==> config.mk <==
export PLATFORM = sky130hd
export DESIGN_NAME = bsp_divider
export DESIGN_NICKNAME = d
export VERILOG_FILES = /design/src/rtl/billboard_sprite_projector_unit_defines.svh /design/src/rtl/bsp_divider.sv
export SDC_FILE = /design/constraint.sdc
export NUM_CORES = 2
export LEC_CHECK = 0
export BUFFER_PORTS_ARGS = -buffer_cell sky130_fd_sc_hd__buf_2
export CAP_MARGIN = 20
export CELL_PAD_IN_SITES_DETAIL_PLACEMENT = 1
export CELL_PAD_IN_SITES_GLOBAL_PLACEMENT = 2
export CORE_MARGIN = 2
export CORE_UTILIZATION = 48
export CTS_CLUSTER_DIAMETER = 80
export DETAILED_ROUTE_END_ITERATION = 7
export GPL_TIMING_DRIVEN = 0
export PLACE_DENSITY_LB_ADDON = 0.1
export SYNTH_ARGS = -nofsm -noshare
export SYNTH_HDL_FRONTEND = slang
export SYNTH_SLANG_ARGS = --single-unit
==> constraint.sdc <==
create_clock -name i_clk -period 6 [get_ports i_clk]
set_input_delay 1.2 -clock i_clk [delete_from_list [all_inputs] [get_ports i_clk]]
set_output_delay 1.2 -clock i_clk [all_outputs]
set_load 0.1 [all_outputs]
==> src/rtl/billboard_sprite_projector_unit_defines.svh <==
// Assertion macros for the billboard sprite projector.
`ifndef BILLBOARD_SPRITE_PROJECTOR_UNIT_DEFINES_SVH
`define BILLBOARD_SPRITE_PROJECTOR_UNIT_DEFINES_SVH
`ifndef SYNTHESIS
`define BSP_ASSERT_IMP(lbl, clk, rst_n, ante, cons) \
    lbl: assert property (@(posedge clk) disable iff (!(rst_n)) (ante) |-> (cons)) \
        else $error("bsp assertion failed");
`define BSP_ASSERT_NXT(lbl, clk, rst_n, ante, cons) \
    lbl: assert property (@(posedge clk) disable iff (!(rst_n)) (ante) |=> (cons)) \
        else $error("bsp assertion failed");
`else
`define BSP_ASSERT_IMP(lbl, clk, rst_n, ante, cons)
`define BSP_ASSERT_NXT(lbl, clk, rst_n, ante, cons)
`endif
`endif

==> src/rtl/bsp_divider.sv <==
// Pipelined restoring divider, one quotient bit per stage, saturating on overflow.
module bsp_divider #(
    parameter int HI_W   = 16,
    parameter int QUO_W  = 16,
    parameter int DEN_W  = 21,
    parameter int SIDE_W = 1
) (
    input  logic                    i_clk,
    input  logic                    i_rst_n,
    input  logic                    i_en,
    input  logic                    i_valid,
    input  logic [HI_W+QUO_W-1:0]   i_num,
    input  logic [DEN_W-1:0]        i_den,
    input  logic [SIDE_W-1:0]       i_side,
    output logic                    o_valid,
    output logic [QUO_W-1:0]        o_quo,
    output logic [SIDE_W-1:0]       o_side
);

    localparam int CMP_W = (HI_W > DEN_W) ? HI_W : DEN_W;

    logic [CMP_W-1:0] w_hi, w_den;
    assign w_hi  = CMP_W'(i_num[HI_W+QUO_W-1:QUO_W]);
    assign w_den = CMP_W'(i_den);

    logic              r_vld  [QUO_W+1];
    logic              r_sat  [QUO_W+1];
    logic [DEN_W-1:0]  r_rem  [QUO_W+1];
    logic [DEN_W-1:0]  r_den  [QUO_W+1];
    logic [QUO_W-1:0]  r_low  [QUO_W+1];
    logic [SIDE_W-1:0] r_side [QUO_W+1];

    always_ff @(posedge i_clk) begin
        if (!i_rst_n) begin
            r_vld[0] <= 1'b0;
        end else if (i_en) begin
            r_vld[0] <= i_valid;
        end
    end

    // quotient would not fit: covers a zero divisor too
    always_ff @(posedge i_clk) begin
        if (i_en) begin
            r_sat[0]  <= (w_hi >= w_den);
            r_rem[0]  <= w_hi[DEN_W-1:0];
            r_den[0]  <= i_den;
            r_low[0]  <= i_num[QUO_W-1:0];
            r_side[0] <= i_side;
        end
    end

    // dividend bits shift out of r_low while quotient bits shift in
    for (genvar k = 0; k < QUO_W; k++) begin : g_stage
        logic [DEN_W:0] a_t, a_d;
        logic           a_ge;
        assign a_t  = {r_rem[k], r_low[k][QUO_W-1]};
        assign a_ge = (a_t >= {1'b0, r_den[k]});
        assign a_d  = a_t - {1'b0, r_den[k]};

        always_ff @(posedge i_clk) begin
            if (!i_rst_n) begin
                r_vld[k+1] <= 1'b0;
            end else if (i_en) begin
                r_vld[k+1] <= r_vld[k];
            end
        end

        always_ff @(posedge i_clk) begin
            if (i_en) begin
                r_rem[k+1]  <= a_ge ? a_d[DEN_W-1:0] : a_t[DEN_W-1:0];
                r_low[k+1]  <= {r_low[k][QUO_W-2:0], a_ge};
                r_sat[k+1]  <= r_sat[k];
                r_den[k+1]  <= r_den[k];
                r_side[k+1] <= r_side[k];
            end
        end
    end

    assign o_valid = r_vld[QUO_W];
    assign o_quo   = r_sat[QUO_W] ? '1 : r_low[QUO_W];
    assign o_side  = r_side[QUO_W];

endmodule

==> results by group <==
Floorplan
  • Initial Util: 48.26%
  • Chip width: 326.1 um
  • Die ar.: 0.1063 mm^2
  • Core area: 0.1032 mm^2
  • Row cnt: 118
  • Ports: 76
  • Chip height: 326.1 um

Cells and area
  • Fillers: 10460
  • Nets: 4613
  • Util after Layout: 54.34%
  • Register area: 0.02972 mm^2
  • Fraction of layout cells with a size suffix above 1: 10.73%
  • Multi-input combinational cell area: 0.01807 mm^2
  • Area grow syn2layout: 12.61%
  • Cell area after layout: 0.05608 mm^2
  • Final Non-Filler Cells: 5669

Synth
  • Async SR Flop Fraction: 0%
  • Synth cell types: 95
  • Synth top area share: 59.63%
  • Main synth FF type: edfxtp_1
  • #FFs+latches synth: 990
  • Post-synth EDFFs: 989
  • Most frequent cell after synthesis: edfxtp_1
  • Synth cell count leaders: edfxtp_1, inv_1, ha_1, a21oi_1, o21ai_0
  • Avg Cell Area, Syn: 12.47 um^2
  • Top cell type by total area after synthesis: edfxtp_1
  • Post-Syn Area: 0.04980 mm^2
  • Syn. warnings: 0
  • Top post-synthesis cells by area: edfxtp_1, ha_1, inv_1
  • Syn_nets: 4416
  • Cells after Synth: 3995
  • Sequential share of the synthesized area: 59.67%

Detailed routing
  • Final wirelength: 113.6 mm
  • Via Count: 30640
  • Post-route ant nets: 0
  • Per-cell routed wire length: 20.04 um
  • Wl on met1: 40.23 mm
  • Pre-antenna DRT Iters: 5
  • Via density: 5.404
  • DRT iter0 DRCs: 1400
  • Metal3 WL: 2.332 mm
  • Routed wl met2: 63.96 mm
  • Drt drc: 0
  • Highest routed layer: met4

Clock network
  • Max Root-Sink Buffers: 3
  • H-tree depth: 3
  • TritonCTS clock tree: done
  • Hold_buf cts: 0
  • TritonCTS Sinks: 990
  • Post-CTS setup buffer count: 0
  • Root Buffer: clkbuf_16
  • CTS resizes: 0
  • Clock transition at path regs: 0.06 ns
  • CTS Buf Count: 110
  • Clk Latency, worst-skew pair: 0.70 ns

Power
  • Power density cells: 502.7 mW/mm^2
  • Total power: 28.19 mW
  • LEAKAGE: 22.49 nW
  • VDD IR max: 0.0003118 V

Setup path
  • Startpoint Class: register
  • Endpoint class of the critical path: register
  • Worst Setup SP: r_low[0][159]
  • CP Max Fanout: 10
  • Crit path DAT: 4.82 ns
  • Critical Path RT: 6.45 ns
  • R2R Path Start: r_low[0][159]
  • WS Path Type: register to register

STA
  • Clk_skew: 0.02375 ns
  • Tmin final: 4.370 ns
  • Tcrit/Tclk final: 72.84%
  • Final hold slack: 0.4042 ns
  • Worst slew margin: 21.48%
  • RSZ-0062 raised after global routing: false
  • Fin. max-slew vios: 0
  • Final WS setup: 1.630 ns
  • Final Setup Violations: 0
  • Setup TNS: 0 ns
  • Worst-Margin Slew: 1.171 ns
  • Max Fclk: 0.2288 GHz
  • Final hold violations: 0

Hold path
  • Min-delay src: r_sat[3][1]
  • HP Class: register to register

Global route
  • Largest net degree at the start of global routing: 128
  • Total GRT Usage: 21.44%
  • First-pass GRT wire length: 178.2 mm
  • Initial antenna violation count: 0
  • Grt total ovfl: 0
  • Vias in the first global route: 33670

Run
  • Max_cap viols: 0

Outcome
  • Outcome: completed

Place
  • Cells after DPL: 5459
  • Gpl congestion: 0.8635
  • PortBufs: 75
  • Hpwl dp: 87.10 mm
  • Pre-CTS setup slack: 0.8280 ns
  • Placement Cell Area: 0.05217 mm^2
==> worst paths after layout <==
| check | to | slack, ns | depth (start not counted) |
|---|---|---|---|
| max | r_rem[0][222] | 1.63 | 13 |
| min | r_sat[4][0] | 0.40 | 0 |
| max reg2reg | r_rem[0][222] | 1.63 | 13 |
| min reg2reg | r_sat[4][0] | 0.40 | 0 |
==> kinds of logic after synthesis <==
kind of cell    Yosys count  share of synthesized area, %
compound gates          978                         12.53
xor+xnor                248                         4.361
flops                   990                         59.67
mux                      96                         2.239
simple gates            819                         7.791
fa+ha+maj               363                         9.346
buf+inv                 501                         4.060
==> where the power goes <==
part           total, mW  internal (mW)  switching [mW]
combinational       10.6           4.41            6.16
sequential          10.4           9.63           0.793
clock               7.20           4.37            2.83
==> worst max-delay path, cell delays in order (launching register included) <==
cell	delay, ns
edfxtp_1	0.53
inv_1	0.12
ha_1	0.17
inv_1	0.05
fa_1	0.41
a21oi_1	0.24
nand4b_1	0.20
a31oi_1	0.18
nor3_1	0.51
o21a_1	0.18
o21ai_1	0.09
a211oi_2	0.70
buf_2	0.39
mux2_1	0.35
==> cell type report <==
cell class	instances	area share, %
clock buffer	133	5.189
clock inverter	75	1.771
sequential	990	52.99
tap	1380	3.079
multi-input combinational	2504	32.22
buffer	67	0.7005
timing repair buffer	85	1.142
antenna	1	0.004462
inverter	434	2.905
==> cells in the final DEF (no fill, tap or decap), types with 41 or more instances in the layout <==
cell type | netlist | final
a21o_1 | 124 | 124
a21oi_1 | 282 | 282
buf_2 | 20 | 94
clkbuf_1 | 25 | 42
clkbuf_16 | 0 | 111
edfxtp_1 | 989 | 989
ha_1 | 348 | 348
inv_1 | 432 | 432
mux2_2 | 73 | 73
nand2_1 | 260 | 260
nand2b_1 | 45 | 45
nand3_1 | 60 | 60
nor2_1 | 205 | 205
nor2b_1 | 41 | 41
nor3_1 | 46 | 46
o21a_1 | 43 | 43
o21ai_0 | 262 | 262
xnor2_1 | 151 | 151
xor2_1 | 97 | 97
==> metal layers <==
layer	track usage (%)	vias to the layer above
li1	-	15090
met1	20.45	14900
met2	43.22	384
met3	2.582	267
met4	12.52	0
met5	0	-
==> flip-flops by register name (all words and copies together) (netlist names) <==
register  count
r_low       272
r_rem       331
r_den       336
r_vld        17
r_sat        17
r_side       17
No activity file was read; power rests on OpenSTA's default activity.
