**config.mk**
```make
export PLATFORM = sky130hd
export DESIGN_NAME = bsp_rotate
export DESIGN_NICKNAME = d
export VERILOG_FILES = /design/src/rtl/billboard_sprite_projector_unit_defines.svh /design/src/rtl/bsp_pkg.sv /design/src/rtl/bsp_rotate.sv
export SDC_FILE = /design/constraint.sdc
export NUM_CORES = 2
export LEC_CHECK = 0
export ABC_CLOCK_PERIOD_IN_PS = 10600
export BUFFER_PORTS_ARGS = -buffer_cell sky130_fd_sc_hd__buf_4
export CAP_MARGIN = 10
export CORE_AREA = 2 2 601 424
export DETAILED_ROUTE_END_ITERATION = 8
export DIE_AREA = 0 0 603 426
export GPL_TIMING_DRIVEN = 0
export SLEW_MARGIN = 20
export SYNTH_ARGS = -nofsm -noshare
export SYNTH_HDL_FRONTEND = slang
export SYNTH_SLANG_ARGS = --single-unit
export TNS_END_PERCENT = 100
```
**constraint.sdc**
```tcl
create_clock -name i_clk -period 10.6 [get_ports i_clk]
set_clock_uncertainty 0.05 [all_clocks]
set_input_delay 0.53 -clock i_clk [delete_from_list [all_inputs] [get_ports i_clk]]
set_output_delay 0.53 -clock i_clk [all_outputs]
set_load 0.03 [all_outputs]
```
**src/rtl/billboard_sprite_projector_unit_defines.svh**
```systemverilog
// Assertion macros for the billboard sprite projector.
`ifndef BILLBOARD_SPRITE_PROJECTOR_UNIT_DEFINES_SVH
`define BILLBOARD_SPRITE_PROJECTOR_UNIT_DEFINES_SVH
`ifndef SYNTHESIS
`define BSP_ASSERT_IMP(lbl, clk, rst_n, ante, cons) \
    lbl: assert property (@(posedge clk) disable iff (!(rst_n)) (ante) |-> (cons)) \
        else $error("bsp assertion failed");
`define BSP_ASSERT_NXT(lbl, clk, rst_n, ante, cons) \
    lbl: assert property (@(posedge clk) disable iff (!(rst_n)) (ante) |=> (cons)) \
        else $error("bsp assertion failed");
`else
`define BSP_ASSERT_IMP(lbl, clk, rst_n, ante, cons)
`define BSP_ASSERT_NXT(lbl, clk, rst_n, ante, cons)
`endif
`endif

```
**src/rtl/bsp_pkg.sv**
```systemverilog
// Shared constants, register indexes and helper functions of the sprite projector.
package bsp_pkg;

    localparam int CORDIC_STEPS_DEF = 16;
    localparam int POS_FRAC_DEF     = 8;
    localparam int GUARD_BITS       = 8;
    localparam int ATAN_ENTRIES     = 24;
    localparam int INV_GAIN         = 39797;
    localparam int XY_W             = 29;
    localparam int Z_W              = 33;
    localparam int BRG_W            = 34;
    localparam int DEPTH_W          = XY_W + 16 - 24;
    localparam int IN_W             = 144;
    localparam int OUT_W            = 88;
    localparam int CFG_IDX_W        = 3;
    localparam int CFG_DATA_W       = 20;

    typedef enum logic [CFG_IDX_W-1:0] {
        CFG_SCREEN_W   = 3'd0,
        CFG_SCREEN_H   = 3'd1,
        CFG_PROJ_DIST  = 3'd2,
        CFG_PIX_TURN   = 3'd3,
        CFG_NEAR_LIMIT = 3'd4
    } t_cfg_idx;

    // arctan(2^-i) in 2^32 units per turn
    function automatic logic [31:0] atan_turn(input int idx);
        logic [31:0] v;
        case (idx)
            0:  v = 32'h20000000;
            1:  v = 32'h12E4051E;
            2:  v = 32'h09FB385B;
            3:  v = 32'h051111D4;
            4:  v = 32'h028B0D43;
            5:  v = 32'h0145D7E1;
            6:  v = 32'h00A2F61E;
            7:  v = 32'h00517C55;
            8:  v = 32'h0028BE53;
            9:  v = 32'h00145F2F;
            10: v = 32'h000A2F98;
            11: v = 32'h000517CC;
            12: v = 32'h00028BE6;
            13: v = 32'h000145F3;
            14: v = 32'h0000A2FA;
            15: v = 32'h0000517D;
            16: v = 32'h000028BE;
            17: v = 32'h0000145F;
            18: v = 32'h00000A30;
            19: v = 32'h00000518;
            20: v = 32'h0000028C;
            21: v = 32'h00000146;
            22: v = 32'h000000A3;
            23: v = 32'h00000051;
            default: v = 32'h00000000;
        endcase
        return v;
    endfunction

    function automatic logic [15:0] sat_s16(input logic signed [39:0] v);
        logic [15:0] r;
        if (v > 40'sd32767) begin
            r = 16'h7FFF;
        end else if (v < -40'sd32768) begin
            r = 16'h8000;
        end else begin
            r = v[15:0];
        end
        return r;
    endfunction

endpackage

```
**src/rtl/bsp_rotate.sv**
```systemverilog
// Pipelined CORDIC rotator: one micro-rotation per stage.
module bsp_rotate import bsp_pkg::*; #(
    parameter int STEPS  = CORDIC_STEPS_DEF,
    parameter int SIDE_W = 1
) (
    input  logic                   i_clk,
    input  logic                   i_rst_n,
    input  logic                   i_en,
    input  logic                   i_valid,
    input  logic signed [XY_W-1:0] i_x,
    input  logic signed [XY_W-1:0] i_y,
    input  logic signed [Z_W-1:0]  i_z,
    input  logic [SIDE_W-1:0]      i_side,
    output logic                   o_valid,
    output logic signed [XY_W-1:0] o_x,
    output logic signed [XY_W-1:0] o_y,
    output logic [SIDE_W-1:0]      o_side
);

    logic                   r_vld  [STEPS];
    logic signed [XY_W-1:0] r_x    [STEPS];
    logic signed [XY_W-1:0] r_y    [STEPS];
    logic signed [Z_W-1:0]  r_z    [STEPS];
    logic [SIDE_W-1:0]      r_side [STEPS];

    for (genvar k = 0; k < STEPS; k++) begin : g_stage
        logic                   a_vld;
        logic signed [XY_W-1:0] a_x, a_y, a_xs, a_ys;
        logic signed [Z_W-1:0]  a_z, a_at;
        logic [SIDE_W-1:0]      a_side;
        if (k == 0) begin : g_first
            assign a_vld  = i_valid;
            assign a_x    = i_x;
            assign a_y    = i_y;
            assign a_z    = i_z;
            assign a_side = i_side;
        end else begin : g_next
            assign a_vld  = r_vld[k-1];
            assign a_x    = r_x[k-1];
            assign a_y    = r_y[k-1];
            assign a_z    = r_z[k-1];
            assign a_side = r_side[k-1];
        end
        assign a_xs = a_x >>> k;
        assign a_ys = a_y >>> k;
        assign a_at = $signed(Z_W'(atan_turn(k)));

        always_ff @(posedge i_clk) begin
            if (!i_rst_n) begin
                r_vld[k] <= 1'b0;
            end else if (i_en) begin
                r_vld[k] <= a_vld;
            end
        end

        always_ff @(posedge i_clk) begin
            if (i_en) begin
                if (!a_z[Z_W-1]) begin
                    r_x[k] <= a_x + a_ys;
                    r_y[k] <= a_y - a_xs;
                    r_z[k] <= a_z - a_at;
                end else begin
                    r_x[k] <= a_x - a_ys;
                    r_y[k] <= a_y + a_xs;
                    r_z[k] <= a_z + a_at;
                end
                r_side[k] <= a_side;
            end
        end
    end

    assign o_valid = r_vld[STEPS-1];
    assign o_x     = r_x[STEPS-1];
    assign o_y     = r_y[STEPS-1];
    assign o_side  = r_side[STEPS-1];

endmodule

```
==> impl_metrics.toml <==
[run_status]
status = "complete, no violations"

[cts]
cts_resized = 0
post_cts_buffers = 0
clock_tree.root_cell = "clkbuf_16"
clock_latency_ns = 0.83
numCtsBuffers = 165
cts_num_sinks = 1421
clockBufferDepth = 4
path_clk_slew_ns = 0.06
h-tree-depth = 4
cts_tree = "yes"

[route]
vias_per_cell = 5.97
dr.pass1.iters = 6
initialDrtViolationCount = 9338
routed-via-count = 97100
wire_per_inst_um = 22.0
antenna_left = 0
finalWirelength_um = 357000
route.detailed.drc = 0

[worst_hold_path]
worstHoldStart = "i_z[32]"
min_to = "r_z[0][32]"
holdPathStages = 3
min_path_type = "in -> reg"

[die]
core_um2 = 251000
row_count = 154
start_util_pct = 47.9
die_h_um = 426
dieArea_um2 = 257000
die_x_um = 603
ios = 156

[synth]
syn_nets = 14000
yosys_warnings = 0
syn_inst = 12400
synth_cell_types = 109
synth_common_cells = "ha_1, edfxtp_1, a21oi_1"
syn_area_per_cell_um2 = 9.70
synth_top_cell_area_share_pct = 35.5
yosysMostFrequentCell = "ha_1"
netlist_area_um2 = 120000
yosys_register_bits = 1421
synth-main-ff-cell = "edfxtp_1"
synthTopCellsByArea = "edfxtp_1, ha_1, xnor2_1, a21oi_1, xor2_1"
yosysTopAreaCell = "edfxtp_1"
synth-edff-count = 1420
synthArstFlopShare_pct = 0
seq_area_frac_synth_pct = 35.5

[run]
cap_viol_max_count = 0

[worst_setup_path]
cp.required_ns = 11.13
rr_endpoint = "r_x[0][201]"
crit_path_cell_trace = "buf_4, clkbuf_2, buf_2, nand2_1, inv_1, clkbuf_1, buf_2, nor2_1, xnor2_1, ha_1, nor2b_1, o21a_1, o21ai_0, a21oi_1, a22o_1, a31o_2, a21boi_1, a311oi_1, a31oi_1, o21ai_0, a21oi_1, xnor2_1"
crit_type = "in -> reg"
worst_setup_path_start_kind = "primary input"
slowest_stage = "clkbuf_2"
r2r_start = "r_z[0][197]"
arrival_ns = 7.34
crit_path_max_fanout = 18
cpPeakStageDelay_ns = 0.69
rrSetupSlack_ns = 4.68
ff2ff_path_depth = 17
end_kind = "flip-flop"

[sta]
max_slew_margin_pct = 19.8
hold_violations = 0
timing.fmax_mhz = 147
drv_slew = 0
setup-violations-final = 0
tns_ns = 0
min_period_over_period_pct = 64.3
rsz0062_at_grt = "false"
period_needed_ns = 6.81
worst_slew_pin_slew_ns = 1.19

[placed_design]
dp.cells = 15900
io_buffer_count = 155
place_congestion = 0.956
post-dp-hpwl_um = 287000

[global_route]
grt_max_degree = 59
grt_pass1_vias = 90700
grt_pass1_wl_um = 544000
antenna_found_initial = 25
grt.total_usage_pct = 27.0
grt_overflow = 0

[layout]
fill_cells = 22500
drive_gt1_share_pct = 5.34
final_nets = 14400
multi_input_area_um2 = 74500
seqCellArea_um2 = 42700
final_cells = 16300
area_delta_synth_final_pct = 10.1
[through the flow]
stage	setup slack [ns]	hold slack (ns)	instance area [µm²]	util [%]
2_1_floorplan	5.52	0.350	120000	-
3_3_place_gp	0.462	0.351	125000	50.0
3_5_place_dp	3.06	0.355	126000	50.4
4_1_cts	3.95	0.00778	132000	52.7
5_1_grt	3.60	0.0458	132000	52.7
6_report	3.79	0.0791	132000	52.7
[area by class of cell]
class                   instances  share of cell area, %
diodes                         14                 0.0265
multi-input cells           10200                   56.3
clock inverters               106                  0.878
inverters                     551                   1.56
repair buffers                224                   1.76
well taps                    3354                   3.17
plain buffers                 230                  0.734
flip-flops and latches       1421                   32.3
clock buffers                 186                   3.25
[sequential cells by signal (all words and copies together) (netlist names)]
| name | count |
|---|---|
| r_side | 16 |
| r_vld | 16 |
| r_x | 464 |
| r_y | 463 |
| r_z | 462 |
[critical path, delay by kind of cell]
family / cells / cell delay, ns
AO/OA/AOI/OAI: 10 / 2.63
XOR/XNOR: 2 / 0.29
adder cells (fa/ha/maj): 1 / 0.32
buffers and inverters: 6 / 2.75
AND/OR/NAND/NOR: 3 / 0.75
[cells in the final DEF, fill, tap and decap left out, types with 168 or more instances in the layout]
master | Yosys | final
a21o_1 | 605 | 605
a21oi_1 | 1268 | 1268
clkbuf_16 | 0 | 168
edfxtp_1 | 1420 | 1420
ha_1 | 1454 | 1454
inv_1 | 544 | 544
nand2_1 | 667 | 667
nand2b_1 | 240 | 240
nand3_1 | 208 | 208
nor2_1 | 875 | 875
nor2b_1 | 208 | 208
nor3_1 | 263 | 263
o21a_1 | 184 | 184
o21ai_0 | 678 | 678
xnor2_1 | 1167 | 1167
xor2_1 | 589 | 589
[per-layer routing]
layer / global-route usage (%) / part of all wire (%) / vias to the layer above
met1: 44.4 / 52 / 46700
met2: 36.0 / 37 / 3307
met5: 0 / 0.015 / -
met4: 5.22 / 1.8 / 8
li1: - / - / 46700
met3: 4.65 / 8.2 / 386
[how the worst max path moves through the flow]
stage / startpoint / endpoint / slack (ns)
floorplan: i_en / r_y[0][86] / 5.52
global placement: i_en / r_x[0][144] / 0.46
detailed placement: i_en / r_z[0][65] / 3.06
CTS: i_en / r_z[0][65] / 3.95
global route: i_en / r_x[0][144] / 3.60
finish: i_en / r_x[0][144] / 3.79
[kinds of logic (layout without fill, tap and decap cells)]
family | count (synthesis) | count (layout) | share of synthesized area [%]
AO/OA/AOI/OAI | 3790 | 3790 | 20.1
flip-flops | 1421 | 1421 | 35.5
multiplexers | 109 | 109 | 0.945
XOR/XNOR | 1757 | 1757 | 12.8
AND/OR/NAND/NOR | 3019 | 3019 | 12.2
adder cells (fa/ha/maj) | 1501 | 1501 | 15.9
buffers and inverters | 781 | 1297 | 2.45
other | 0 | 14 | 0
[what timing repair did]
item                                    4_1_cts  5_1_grt
hold endpoints to repair                     39        0
endpoints found under the setup margin        0        0
hold buffers                                 34        0
Power is left out: the tool's default activity adds up to more than one toggle a clock period on the data nets, which glitch-free logic cannot reach.
