===== src/rtl/billboard_sprite_projector_unit_defines.svh =====
// Assertion macros for the billboard sprite projector.
`ifndef BILLBOARD_SPRITE_PROJECTOR_UNIT_DEFINES_SVH
`define BILLBOARD_SPRITE_PROJECTOR_UNIT_DEFINES_SVH
`ifndef SYNTHESIS
`define BSP_ASSERT_IMP(lbl, clk, rst_n, ante, cons) \
    lbl: assert property (@(posedge clk) disable iff (!(rst_n)) (ante) |-> (cons)) \
        else $error("bsp assertion failed");
`define BSP_ASSERT_NXT(lbl, clk, rst_n, ante, cons) \
    lbl: assert property (@(posedge clk) disable iff (!(rst_n)) (ante) |=> (cons)) \
        else $error("bsp assertion failed");
`else
`define BSP_ASSERT_IMP(lbl, clk, rst_n, ante, cons)
`define BSP_ASSERT_NXT(lbl, clk, rst_n, ante, cons)
`endif
`endif


===== src/rtl/bsp_pkg.sv =====
// Shared constants, register indexes and helper functions of the sprite projector.
package bsp_pkg;

    localparam int CORDIC_STEPS_DEF = 16;
    localparam int POS_FRAC_DEF     = 8;
    localparam int GUARD_BITS       = 8;
    localparam int ATAN_ENTRIES     = 24;
    localparam int INV_GAIN         = 39797;
    localparam int XY_W             = 29;
    localparam int Z_W              = 33;
    localparam int BRG_W            = 34;
    localparam int DEPTH_W          = XY_W + 16 - 24;
    localparam int IN_W             = 144;
    localparam int OUT_W            = 88;
    localparam int CFG_IDX_W        = 3;
    localparam int CFG_DATA_W       = 20;

    typedef enum logic [CFG_IDX_W-1:0] {
        CFG_SCREEN_W   = 3'd0,
        CFG_SCREEN_H   = 3'd1,
        CFG_PROJ_DIST  = 3'd2,
        CFG_PIX_TURN   = 3'd3,
        CFG_NEAR_LIMIT = 3'd4
    } t_cfg_idx;

    // arctan(2^-i) in 2^32 units per turn
    function automatic logic [31:0] atan_turn(input int idx);
        logic [31:0] v;
        case (idx)
            0:  v = 32'h20000000;
            1:  v = 32'h12E4051E;
            2:  v = 32'h09FB385B;
            3:  v = 32'h051111D4;
            4:  v = 32'h028B0D43;
            5:  v = 32'h0145D7E1;
            6:  v = 32'h00A2F61E;
            7:  v = 32'h00517C55;
            8:  v = 32'h0028BE53;
            9:  v = 32'h00145F2F;
            10: v = 32'h000A2F98;
            11: v = 32'h000517CC;
            12: v = 32'h00028BE6;
            13: v = 32'h000145F3;
            14: v = 32'h0000A2FA;
            15: v = 32'h0000517D;
            16: v = 32'h000028BE;
            17: v = 32'h0000145F;
            18: v = 32'h00000A30;
            19: v = 32'h00000518;
            20: v = 32'h0000028C;
            21: v = 32'h00000146;
            22: v = 32'h000000A3;
            23: v = 32'h00000051;
            default: v = 32'h00000000;
        endcase
        return v;
    endfunction

    function automatic logic [15:0] sat_s16(input logic signed [39:0] v);
        logic [15:0] r;
        if (v > 40'sd32767) begin
            r = 16'h7FFF;
        end else if (v < -40'sd32768) begin
            r = 16'h8000;
        end else begin
            r = v[15:0];
        end
        return r;
    endfunction

endpackage


===== src/rtl/bsp_vector.sv =====
// Pipelined CORDIC vectorer giving the bearing of a vector in 2^32 units per turn.
module bsp_vector import bsp_pkg::*; #(
    parameter int STEPS  = CORDIC_STEPS_DEF,
    parameter int SIDE_W = 1
) (
    input  logic                    i_clk,
    input  logic                    i_rst_n,
    input  logic                    i_en,
    input  logic                    i_valid,
    input  logic signed [XY_W-1:0]  i_x,
    input  logic signed [XY_W-1:0]  i_y,
    input  logic [SIDE_W-1:0]       i_side,
    output logic                    o_valid,
    output logic signed [BRG_W-1:0] o_bearing,
    output logic [SIDE_W-1:0]       o_side
);

    localparam logic signed [BRG_W-1:0] HALF_TURN = BRG_W'(64'd1 << 31);

    logic                    r_vld  [STEPS+1];
    logic                    r_zero [STEPS+1];
    logic signed [XY_W-1:0]  r_u    [STEPS+1];
    logic signed [XY_W-1:0]  r_v    [STEPS+1];
    logic signed [BRG_W-1:0] r_b    [STEPS+1];
    logic [SIDE_W-1:0]       r_side [STEPS+1];

    // left half plane folds over by a half turn
    always_ff @(posedge i_clk) begin
        if (!i_rst_n) begin
            r_vld[0] <= 1'b0;
        end else if (i_en) begin
            r_vld[0] <= i_valid;
        end
    end

    always_ff @(posedge i_clk) begin
        if (i_en) begin
            r_zero[0] <= (i_x == '0) && (i_y == '0);
            r_side[0] <= i_side;
            if (i_x[XY_W-1]) begin
                r_b[0] <= i_y[XY_W-1] ? -HALF_TURN : HALF_TURN;
                r_u[0] <= -i_x;
                r_v[0] <= -i_y;
            end else begin
                r_b[0] <= '0;
                r_u[0] <= i_x;
                r_v[0] <= i_y;
            end
        end
    end

    for (genvar k = 0; k < STEPS; k++) begin : g_stage
        logic signed [XY_W-1:0]  a_us, a_vs;
        logic signed [BRG_W-1:0] a_at;
        logic                    a_pos;
        assign a_us  = r_u[k] >>> k;
        assign a_vs  = r_v[k] >>> k;
        assign a_at  = $signed(BRG_W'(atan_turn(k)));
        assign a_pos = !r_v[k][XY_W-1] && (r_v[k] != '0);

        always_ff @(posedge i_clk) begin
            if (!i_rst_n) begin
                r_vld[k+1] <= 1'b0;
            end else if (i_en) begin
                r_vld[k+1] <= r_vld[k];
            end
        end

        always_ff @(posedge i_clk) begin
            if (i_en) begin
                if (a_pos) begin
                    r_u[k+1] <= r_u[k] + a_vs;
                    r_v[k+1] <= r_v[k] - a_us;
                    r_b[k+1] <= r_b[k] + a_at;
                end else begin
                    r_u[k+1] <= r_u[k] - a_vs;
                    r_v[k+1] <= r_v[k] + a_us;
                    r_b[k+1] <= r_b[k] - a_at;
                end
                r_zero[k+1] <= r_zero[k];
                r_side[k+1] <= r_side[k];
            end
        end
    end

    assign o_valid   = r_vld[STEPS];
    assign o_bearing = r_zero[STEPS] ? '0 : r_b[STEPS];
    assign o_side    = r_side[STEPS];

endmodule


===== config.mk =====
export PLATFORM = sky130hd
export DESIGN_NAME = bsp_vector
export DESIGN_NICKNAME = d
export VERILOG_FILES = /design/src/rtl/billboard_sprite_projector_unit_defines.svh /design/src/rtl/bsp_pkg.sv /design/src/rtl/bsp_vector.sv
export SDC_FILE = /design/constraint.sdc
export NUM_CORES = 2
export LEC_CHECK = 0
export BUFFER_PORTS_ARGS = -buffer_cell sky130_fd_sc_hd__clkbuf_2
export CAP_MARGIN = 20
export CORE_UTILIZATION = 50
export CTS_CLUSTER_DIAMETER = 120
export DETAILED_ROUTE_END_ITERATION = 7
export PLACE_DENSITY = 0.67
export SLEW_MARGIN = 10
export SYNTH_ARGS = -nofsm -noshare
export SYNTH_HDL_FRONTEND = slang
export SYNTH_SLANG_ARGS = --single-unit

===== constraint.sdc =====
create_clock -name i_clk -period 11.5 [get_ports i_clk]
set_clock_uncertainty 0.1 [all_clocks]
set_input_delay 2.3 -clock i_clk [delete_from_list [all_inputs] [get_ports i_clk]]
set_output_delay 2.3 -clock i_clk [all_outputs]
set_load 0.05 [all_outputs]

==> impl_metrics.yaml <==
status:
  status: "complete, no violations"
route:
  vias: 91300
  dr.pass1.iters: 7
  vias_per_cell: 5.93
  wl_per_cell_um: 19.1
  drtAntennaViolNets: 0
  drc: 0
  wirelength_mm: 294
  drt_iter0_markers: 6979
sta:
  rsz0062_at_grt: "false"
  relSlewSlack_pct: 15.8
  hold_viol: 0
  setup_violations: 0
  fin_crit_ns: 7.35
  timing.final.max_slew_violations: 0
  max_freq_mhz: 136
  post-route-worst-setup-slack_ns: 4.15
  whs_ns: 0.315
  finalCritPeriodShare_pct: 63.9
  tns_ns: 0
  worst_pin_slew_ns: 1.25
logic_synthesis:
  synthArstFlopShare_pct: 0
  yosysTopAreaCellShare_pct: 36.3
  avgSynthCellArea_um2: 9.60
  ys_ff_latch: 1409
  synth_nets: 13500
  synth-seq-area-share_pct: 36.3
  yosys_warnings: 0
  synthFlopType: "edfxtp_1"
  postSynthCellCount: 12100
  synth_area_um2: 116000
  synth.most_common_cell: "edfxtp_1"
  yosysTopAreaCell: "edfxtp_1"
  synth_common_cells: "edfxtp_1, ha_1, xnor2_1, a21oi_1, nor2_1"
  synth_area_leaders: "edfxtp_1, ha_1, xnor2_1, a21oi_1, xor2_1"
  synth-edff-count: 1408
  synth_cell_type_count: 96
placed_design:
  port_buffers: 97
  place.gp.congestion: 0.950
  dp_hpwl_mm: 231
  pre_cts_ws_ns: 3.55
die:
  core_area_um2: 231000
  floorplan.rows: 176
  dieArea_um2: 235000
  ioPinCount: 99
  die_x_um: 484
  start_util_pct: 50.4
  die_height_um: 484
clock_tree:
  postCtsHoldBufs: 0
  cts_sinks: 1409
  postCtsSetupBuffers: 0
  root_buffer: "clkbuf_16"
  cts_tree: "built"
  clk_pin_slew_ns: 0.06
  worstSkewPairLatency_ns: 0.82
  cts_buffers: 165
  cts_buffer_depth: 3
  htreeDepth: 4
  ctsResizeCount: 0
run:
  max-cap-violations: 0
worst_setup_path:
  r2r_slack_ns: 4.15
  crit_top_cell: "o21ai_0"
  cp.required_ns: 11.98
  crit_chain: "or3_1, or3_1, nor2_1, nand2_1, nor3_1, nand2_1, nor4_1, o21ai_2, buf_4, inv_2, a21oi_1, xor2_1, ha_1, a2111oi_0, o21ai_0, a31oi_1, o21ai_0, o21a_1, o21ai_0, o21ai_0, a311o_1, a21oi_1, xnor2_1"
  cp_num_cells: 23
  cp_max_fo: 44
  slowest_delay_ns: 0.68
  cp_num_buf_inv: 2
  path_class: "reg -> reg"
  start_kind: "flip-flop"
  arrival_ns: 7.82
  critPathTopFamily: "compound AO/OA/AOI/OAI gates"
  cp_slowest_cell: "inv_2"
  ff2ff_path_depth: 23
  crit_path_end_kind: "flip-flop"
finish:
  final_nets: 13600
  fin_util_pct: 54.5
  area_growth_pct: 8.04
  drive_gt1_share_pct: 4.59
grt:
  grt_pass1_wl_mm: 467
  grt_pass1_vias: 87300
  antenna_found_initial: 4
  grt.overflow.total: 0
  grt_usage_pct: 24.3
  grt_max_degree: 183
worst_hold_path:
  whs_path_depth: 0
  hold_path_class: "reg -> reg"
==> worst register-to-register path: stages (launching register included) <==
cell and delay, ns:
edfxtp_1 0.45, or3_1 0.41, or3_1 0.37, nor2_1 0.29, nand2_1 0.18, nor3_1 0.36, nand2_1 0.20, nor4_1 0.52
o21ai_2 0.08, buf_4 0.29, inv_2 0.70, a21oi_1 0.13, xor2_1 0.18, ha_1 0.23, a2111oi_0 0.38, o21ai_0 0.26
a31oi_1 0.29, o21ai_0 0.15, o21a_1 0.22, o21ai_0 0.37, o21ai_0 0.29, a311o_1 0.39, a21oi_1 0.18, xnor2_1 0.08
==> layer usage <==
| layer | vias to the layer above | GRT usage (%) | share of wire (%) |
|---|---|---|---|
| met3 | 473 | 2.72 | 4.7 |
| li1 | 45100 | - | - |
| met2 | 2276 | 41.1 | 47 |
| met5 | - | 0 | 0 |
| met4 | 0 | 8.07 | 3.2 |
| met1 | 43400 | 32.2 | 45 |
==> through the flow <==
step,cells,instance area [um^2]
finish,15400,126000
global route,15400,126000
CTS,15400,126000
detailed placement,15100,120000
global placement,15100,120000
floorplan,12100,116000
==> sequential cells by signal, indices dropped and copies added, names as in the netlist <==
register and count:
r_zero 17, r_side 17, r_u 421, r_vld 17, r_v 463, r_b 474
==> cell families (layout without fill, tap and decap cells) <==
kind of cell	Yosys count	count (layout)	share of synthesized area (%)
compound gates	3629	3629	19.8
simple gates	3209	3209	13.4
xor+xnor	1674	1674	12.6
flops	1409	1409	36.3
fa+ha+maj	1339	1339	14.7
buf+inv	808	1042	2.63
mux	57	57	0.522
other cells	1	5	0.00322
==> final cells by class <==
| cell class | instances | area (um^2) |
|---|---|---|
| fill | 20300 | 105000 |
| antenna | 4 | 10.0 |
| inverter | 589 | 2210 |
| clock inverter | 111 | 1080 |
| multi-input combinational | 9909 | 71100 |
| clock buffer | 189 | 4260 |
| sequential | 1409 | 42300 |
| timing repair buffer | 153 | 991 |
| tap | 3026 | 3790 |
==> placed cells by master, fill, tap and decap left out, types with 43 or more instances in the layout <==
cell / netlist / routed
a211oi_1: 91 / 91
a21boi_0: 51 / 51
a21o_1: 505 / 505
a21oi_1: 1128 / 1127
a31oi_1: 105 / 105
and3_1: 114 / 114
buf_4: 1 / 51
clkbuf_16: 0 / 167
clkbuf_2: 0 / 96
edfxtp_1: 1408 / 1408
fa_1: 43 / 43
ha_1: 1296 / 1296
inv_1: 584 / 584
nand2_1: 676 / 676
nand2b_1: 210 / 209
nand3_1: 217 / 217
nand4_1: 87 / 87
nor2_1: 956 / 956
nor2b_1: 221 / 221
nor3_1: 263 / 263
nor4_1: 118 / 118
o211ai_1: 44 / 44
o21a_1: 201 / 200
o21ai_0: 742 / 741
o21bai_1: 154 / 154
o31a_1: 43 / 43
o31ai_1: 157 / 157
o41ai_1: 63 / 62
or2_2: 63 / 63
or3_1: 107 / 107
or4_1: 54 / 54
xnor2_1: 1135 / 1135
xor2_1: 539 / 539
==> final timing paths <==
check	end	start
worst max-delay path	r_v[4][27]	r_v[3][9]
worst min-delay path	r_side[7]	r_side[6]
worst max register to register	r_v[4][27]	r_v[3][9]
worst min register to register	r_side[7]	r_side[6]
Power is left out: the tool's default activity adds up to more than one toggle a clock period on the data nets, which glitch-free logic cannot reach.
